**src/odd_even_partition_defines.svh**
```systemverilog
// Assertion macros for the odd/even partition block.
`ifndef ODD_EVEN_PARTITION_DEFINES_SVH
`define ODD_EVEN_PARTITION_DEFINES_SVH
`ifndef SYNTHESIS
// Property that must hold at every clock edge out of reset.
`define OEP_ASSERT(label, clk, rst_n, prop, msg) \
    label: assert property (@(posedge clk) disable iff (!rst_n) (prop)) else $error(msg);
// Consequent must hold in the cycle after the antecedent.
`define OEP_ASSERT_NEXT(label, clk, rst_n, ante, cons, msg) \
    label: assert property (@(posedge clk) disable iff (!rst_n) (ante) |=> (cons)) \
        else $error(msg);
`else
`define OEP_ASSERT(label, clk, rst_n, prop, msg)
`define OEP_ASSERT_NEXT(label, clk, rst_n, ante, cons, msg)
`endif
`endif

```
**src/oep_pkg.sv**
```systemverilog
// Shared constants for the odd/even partition block.
`timescale 1ns / 1ps
`default_nettype none

package oep_pkg;
    localparam int WORD_W    = 32;
    localparam int DEPTH_DEF = 64;
endpackage

`default_nettype wire

```
**src/odd_even_partition.sv**
```systemverilog
// Top level: loads a run of words, partitions odd before even in place, streams it out.
//
//  channel | handshake              | payload
//  --------+------------------------+-----------------------------------
//  input   | word_valid / word_ready | word, is_last
//  output  | res_valid / res_ready   | word_res, end_of_run, overflowed
//
// Load: one request per cycle; word_ready is high only in the load phase.
// Partition walk: each pointer step reads both entries, then tests their low
//   bits. A swap writes the low entry in the test cycle and the high entry in
//   the next cycle, moving both pointers.
// Emit: each word is a buffer read, then the held result.
// Reset clears the FSM, fill count and overflow flag; buffer contents are
//   not cleared. A stalled result simply holds in the emit state.
`timescale 1ns / 1ps
`default_nettype none
`include "odd_even_partition_defines.svh"

module odd_even_partition
    import oep_pkg::*;
#(
    parameter int DEPTH = DEPTH_DEF
)
(
    input  wire logic                     clk,
    input  wire logic                     rst_n,
    input  wire logic                     word_valid,
    output logic                          word_ready,
    input  wire logic signed [WORD_W-1:0] word,
    input  wire logic                     is_last,
    output logic                          res_valid,
    input  wire logic                     res_ready,
    output logic signed      [WORD_W-1:0] word_res,
    output logic                          end_of_run,
    output logic                          overflowed
);

    localparam int AW = $clog2(DEPTH);      // buffer index width
    localparam int CW = $clog2(DEPTH + 1);  // fill count width, holds DEPTH

    typedef enum logic [2:0] {
        S_LOAD,
        S_SCAN,
        S_TEST,
        S_SWAP_HI,
        S_EMIT_RD,
        S_EMIT_OUT
    } state_t;

    state_t            state_reg, state_next;
    logic [CW-1:0]     cnt_reg, cnt_next;
    logic              ovf_reg, ovf_next;
    logic [AW-1:0]     lo_reg, lo_next;     // left pointer, also emit index
    logic [AW-1:0]     hi_reg, hi_next;     // right pointer

    // buffer port signals
    logic              wr_en;
    logic [AW-1:0]     wr_addr;
    logic [WORD_W-1:0] wr_data;
    logic              rd_en;
    logic [WORD_W-1:0] rd_a;
    logic [WORD_W-1:0] rd_b;
    logic              run_end;

    // assertion terms
    logic              scan_in_run;
    logic              last_take;
    logic              load_clean;

    oep_mem #(
        .DEPTH (DEPTH),
        .AW    (AW)
    ) u_mem (
        .clk       (clk),
        .wr_en     (wr_en),
        .wr_addr   (wr_addr),
        .wr_data   (wr_data),
        .rd_en     (rd_en),
        .rd_addr_a (lo_reg),
        .rd_addr_b (hi_reg),
        .rd_data_a (rd_a),
        .rd_data_b (rd_b)
    );

    // last word of the run is at index cnt - 1
    assign run_end = ((CW'(lo_reg) + CW'(1)) == cnt_reg);

    // Reads and writes never overlap on one entry: the scan read, the low
    // write and the high write sit in separate states, so no forwarding.
    always_comb
    begin
        state_next = state_reg;
        cnt_next   = cnt_reg;
        ovf_next   = ovf_reg;
        lo_next    = lo_reg;
        hi_next    = hi_reg;
        wr_en      = 1'b0;
        wr_addr    = lo_reg;
        wr_data    = rd_b;
        rd_en      = 1'b0;

        unique case (state_reg)
            S_LOAD:
            begin
                if (word_valid)
                begin
                    if (cnt_reg < CW'(DEPTH))
                    begin
                        wr_en    = 1'b1;
                        wr_addr  = cnt_reg[AW-1:0];
                        wr_data  = $unsigned(word);
                        cnt_next = cnt_reg + CW'(1);
                    end
                    else
                    begin
                        // buffer full: drop and flag
                        ovf_next = 1'b1;
                    end
                    if (is_last)
                    begin
                        lo_next    = '0;
                        hi_next    = AW'(cnt_next - CW'(1));
                        state_next = S_SCAN;
                    end
                end
            end

            S_SCAN:
            begin
                if (lo_reg < hi_reg)
                begin
                    // fetch both pointed-to words
                    rd_en      = 1'b1;
                    state_next = S_TEST;
                end
                else
                begin
                    lo_next    = '0;
                    state_next = S_EMIT_RD;
                end
            end

            S_TEST:
            begin
                priority if (rd_a[0])
                begin
                    lo_next    = lo_reg + AW'(1);
                    state_next = S_SCAN;
                end
                else if (!rd_b[0])
                begin
                    hi_next    = hi_reg - AW'(1);
                    state_next = S_SCAN;
                end
                else
                begin
                    // even on the left, odd on the right: low half of the swap
                    wr_en      = 1'b1;
                    wr_addr    = lo_reg;
                    wr_data    = rd_b;
                    state_next = S_SWAP_HI;
                end
            end

            S_SWAP_HI:
            begin
                wr_en      = 1'b1;
                wr_addr    = hi_reg;
                wr_data    = rd_a;
                lo_next    = lo_reg + AW'(1);
                hi_next    = hi_reg - AW'(1);
                state_next = S_SCAN;
            end

            S_EMIT_RD:
            begin
                rd_en      = 1'b1;
                state_next = S_EMIT_OUT;
            end

            S_EMIT_OUT:
            begin
                if (res_ready)
                begin
                    if (run_end)
                    begin
                        cnt_next   = '0;
                        ovf_next   = 1'b0;
                        state_next = S_LOAD;
                    end
                    else
                    begin
                        lo_next    = lo_reg + AW'(1);
                        state_next = S_EMIT_RD;
                    end
                end
            end

            default:
            begin
                state_next = S_LOAD;
            end
        endcase
    end

    always_ff @(posedge clk or negedge rst_n)
    begin
        if (!rst_n)
        begin
            state_reg <= S_LOAD;
            cnt_reg   <= '0;
            ovf_reg   <= 1'b0;
            lo_reg    <= '0;
            hi_reg    <= '0;
        end
        else
        begin
            state_reg <= state_next;
            cnt_reg   <= cnt_next;
            ovf_reg   <= ovf_next;
            lo_reg    <= lo_next;
            hi_reg    <= hi_next;
        end
    end

    assign word_ready = (state_reg == S_LOAD);
    assign res_valid  = (state_reg == S_EMIT_OUT);
    assign word_res   = $signed(rd_a);   // read data holds until the next read
    assign end_of_run = run_end;
    assign overflowed = ovf_reg;

    assign scan_in_run = (state_reg != S_SCAN) || (CW'(hi_reg) < cnt_reg);
    assign last_take   = res_valid && res_ready && end_of_run;
    assign load_clean  = word_ready && (cnt_reg == '0) && !ovf_reg;

    `OEP_ASSERT(a_phase_excl, clk, rst_n, !(word_ready && res_valid), "load and emit overlap")
    `OEP_ASSERT(a_fill_bound, clk, rst_n, cnt_reg <= CW'(DEPTH), "fill count above depth")
    `OEP_ASSERT(a_scan_bound, clk, rst_n, scan_in_run, "right pointer past fill")
    `OEP_ASSERT_NEXT(a_run_clear, clk, rst_n, last_take, load_clean, "run state not cleared")

endmodule

`default_nettype wire

```
**src/oep_mem.sv**
```systemverilog
// Word buffer: one write port, two read ports, registered read data.
`timescale 1ns / 1ps
`default_nettype none

module oep_mem
    import oep_pkg::*;
#(
    parameter int DEPTH = DEPTH_DEF,
    parameter int AW    = $clog2(DEPTH)
)
(
    input  wire logic              clk,
    input  wire logic              wr_en,
    input  wire logic [AW-1:0]     wr_addr,
    input  wire logic [WORD_W-1:0] wr_data,
    input  wire logic              rd_en,
    input  wire logic [AW-1:0]     rd_addr_a,
    input  wire logic [AW-1:0]     rd_addr_b,
    output logic      [WORD_W-1:0] rd_data_a,
    output logic      [WORD_W-1:0] rd_data_b
);

    logic [WORD_W-1:0] mem [DEPTH];
    logic [WORD_W-1:0] rd_a_reg;
    logic [WORD_W-1:0] rd_b_reg;

    always_ff @(posedge clk)
    begin
        if (wr_en)
        begin
            mem[wr_addr] <= wr_data;
        end
        // read data holds while rd_en is low
        if (rd_en)
        begin
            rd_a_reg <= mem[rd_addr_a];
            rd_b_reg <= mem[rd_addr_b];
        end
    end

    assign rd_data_a = rd_a_reg;
    assign rd_data_b = rd_b_reg;

endmodule

`default_nettype wire

```
**config.mk**
```make
export PLATFORM = sky130hd
export DESIGN_NAME = odd_even_partition
export DESIGN_NICKNAME = d
export VERILOG_FILES = /design/src/oep_pkg.sv /design/src/odd_even_partition.sv /design/src/oep_mem.sv
export VERILOG_INCLUDE_DIRS = /design/src /design/src/src
export SDC_FILE = /design/constraint.sdc
export NUM_CORES = 2
export LEC_CHECK = 0
export BUFFER_PORTS_ARGS = -buffer_cell sky130_fd_sc_hd__buf_2
export CAP_MARGIN = 20
export CORE_UTILIZATION = 55
export DETAILED_ROUTE_END_ITERATION = 8
export PLACE_DENSITY = 0.74
export RECOVER_POWER = 50
export SLEW_MARGIN = 20
export SYNTH_ARGS = -nofsm -noshare
export SYNTH_HDL_FRONTEND = slang
export SYNTH_SLANG_ARGS = --single-unit
```
**constraint.sdc**
```tcl
create_clock -name clk -period 6.38 [get_ports clk]
set_clock_uncertainty 0.1 [all_clocks]
set_input_delay 0.638 -clock clk [delete_from_list [all_inputs] [get_ports clk]]
set_output_delay 0.638 -clock clk [all_outputs]
set_load 0.05 [all_outputs]
```
==> out/metrics.cfg <==
[sta]
finalSetupViolations=0
slew_headroom_pct=-117.2
worst_pin_slew_ns=3.258
fmax_mhz=182.5
period_share_pct=85.88
hold_ws_ns=0.09171
finalCriticalPeriod_ns=5.479
rsz0062_at_grt=false
finalMaxSlewViolations=1062
hold_violations=0
tns_ns=0

[routing]
postRouteAntennaNets=0
drt-pass1-iter-count=9
drt-vias-per-instance=7.448
wl_mm=279.7
wl_per_cell_um=37.51
drcViolationCount=0
drt_iter0_drc=8257
vias=55530

[status]
failed_checks=max-capacitance violations, max-slew violations
run_status=finished, violations left

[critical_path]
critPathRequiredTime_ns=6.45
start_kind=flop
critPathKind=reg -> reg
crit_arrival_ns=5.55
crit_path_end_kind=flop
worstPathMaxFanout=64

[cts]
cts_tree=built
post_cts_buffers=0
cts_inserted_buffers=210
cts_resized=0
htreeDepth=4
path_clk_slew_ns=0.06
clock_path_buffers=3
clk_latency_ns=0.86
cts.sinks=2135
root_buffer=clkbuf_16

[final_layout]
largest_register=u_mem.mem
area_growth_pct=10.54
largest_register_ffs=2048
nets=4967
drive_gt1_share_pct=33.73

[synthesis]
yosys_warnings=0
syn_avg_cell_area_um2=20.38
postSynthCellCount=4850
yosys.area.top_type_share_pct=64.17
ys_seq_area_share_pct=64.75
yosysMostFrequentCell=edfxtp_1
yosys-top-cells-area=edfxtp_1 64%, mux4_2 25%, mux2i_1 1.9%, nand2_1 0.90%, buf_2 0.68%
netlist_area_mm2=0.09883
ys_ff_latch=2135
yosys-top-cells-count=2,112 x edfxtp_1, 1,118 x mux4_2, 237 x nand2_1, 192 x mux2i_1, 157 x clkbuf_1
async_reset_ff_share_pct=1.077
synth-main-ff-cell=edfxtp_1
synth.distinct_cells=65
yosysTopAreaCell=edfxtp_1
syn_nets=4895
synth_edf_count=2112

[hold_path]
hp-class=in -> reg

[floorplanning]
fp.dieArea_mm2=0.1814
die_w_um=425.9
die_y_um=425.9
start_util_pct=55.39
core_mm2=0.1784
pin_count=73
rows=155

[pwr]
powerDensity_mw_per_mm2=452.9
vdd_drop_max_mv=0.5566
power_w=0.04948
power_leakage_nw=33.22

[global_route]
antenna_found_initial=6
grt_use_total_pct=31.16
grt_overflow=0
grt_pass1_vias=54930
grt_pass1_wl_mm=398.6
grt_max_degree=116

[placed_design]
dp_hpwl_mm=166.3
place.gp.congestion=0.9077
numPortBuffers=72

[run]
max_cap_violations=19

[metal layers]
metal  global-route usage [%]  part of all wire [%]  wire (um)  vias up
met5                        0                0.0046         13        -
met4                    11.89                   4.1      11480        2
met3                    8.269                    13      36440      610
met2                    47.76                    47     132300     4086
met1                    43.32                    36      99400    29550
li1                         -                     -          -    21280
[final timing paths]
path                       cells after the start                           to  slack [ns]                      from
max in group asynchronous                      2        hi_reg[2]$_DFFE_PN0P_        4.76                     rst_n
min reg2reg                                    2       overflowed$_DFFE_PN0P_        0.48    overflowed$_DFFE_PN0P_
max                                            6  u_mem.mem[17][13]$_DFFE_PP_        0.90  state_reg[1]$_DFFE_PN0P_
max reg2reg                                    6  u_mem.mem[17][13]$_DFFE_PP_        0.90  state_reg[1]$_DFFE_PN0P_
min in group asynchronous                      2       cnt_reg[4]$_DFFE_PN0P_        0.50                     rst_n
min                                            3     state_reg[0]$_DFFE_PN0P_        0.09                   is_last
[through the flow]
step           setup slack [ns]  area (um^2)  instances  utilization [%]
5_1_grt                  0.7592       109200       7451            61.22
6_report                 0.9006       109200       7455            61.23
3_3_place_gp              1.818       102500       7055            57.45
2_1_floorplan             1.067        98830       4850                -
4_1_cts                   1.581       109400       7449            61.32
3_5_place_dp              1.711       102700       7062            57.54
[what timing repair did]
action | 4_1_cts | 5_1_grt
hold endpoints to repair | 23 | 0
hold buffers | 1 | 0
setup endpoints to repair | 0 | 0
[critical path, cell delays in order, from the launching register on]
cell	delay [ns]
dfrtp_1	0.52
nor3_1	0.71
and3_1	0.46
buf_4	0.41
a22oi_1	0.14
nand2_2	0.08
clkbuf_1	2.28
[where the power goes]
group | switching, W | internal, W
clock network | 0.00543 | 0.00690
registers | 0.000586 | 0.0191
logic | 0.0111 | 0.00640
[area by class of cell]
cell class | count | area, um^2
inverters | 20 | 83.83
clock buffers | 253 | 5438
diodes | 4 | 10.01
repair buffers | 250 | 2006
flip-flops and latches | 2135 | 64020
fillers | 12230 | 69170
multi-input cells | 2305 | 33450
well taps | 2355 | 2947
clock inverters | 133 | 1295
[kinds of logic (layout without fill, tap and decap cells)]
| logic type | Yosys count | count (layout) | synth area share (%) |
|---|---|---|---|
| compound gates | 425 | 425 | 3.151 |
| fa+ha+maj | 8 | 8 | 0.1013 |
| xor+xnor | 13 | 13 | 0.1152 |
| mux | 1312 | 1312 | 27.44 |
| simple gates | 547 | 547 | 2.467 |
| buf+inv | 410 | 656 | 1.969 |
| other cells | 0 | 4 | 0 |
| flops | 2135 | 2135 | 64.75 |
[placed cells by master (no fill, tap or decap), types with 6 or more instances in the layout]
| cell type | count |
|---|---|
| inv_6 | 6 |
| buf_4 | 118 |
| nand3_1 | 25 |
| a21oi_1 | 45 |
| xor2_1 | 6 |
| nand2_2 | 14 |
| nor2_1 | 79 |
| clkinv_1 | 54 |
| inv_16 | 7 |
| dfrtp_1 | 16 |
| buf_2 | 36 |
| o21ai_0 | 27 |
| clkinv_2 | 39 |
| a311oi_1 | 13 |
| a211oi_1 | 75 |
| mux2i_1 | 192 |
| nor2b_1 | 72 |
| inv_1 | 15 |
| ha_1 | 8 |
| a32oi_1 | 43 |
| edfxtp_1 | 2112 |
| a31oi_1 | 26 |
| nand2_1 | 223 |
| o22ai_1 | 54 |
| o41ai_1 | 11 |
| clkbuf_2 | 10 |
| nor2_4 | 67 |
| a2111oi_0 | 10 |
| xnor2_1 | 7 |
| a22oi_1 | 77 |
| nand4_1 | 7 |
| clkbuf_1 | 93 |
| clkbuf_16 | 211 |
| mux4_2 | 1118 |
| bufinv_16 | 20 |
| nor3_1 | 27 |
| a22o_1 | 10 |
| buf_12 | 33 |
| o31ai_1 | 7 |
Power figures use the tool's default switching activity.
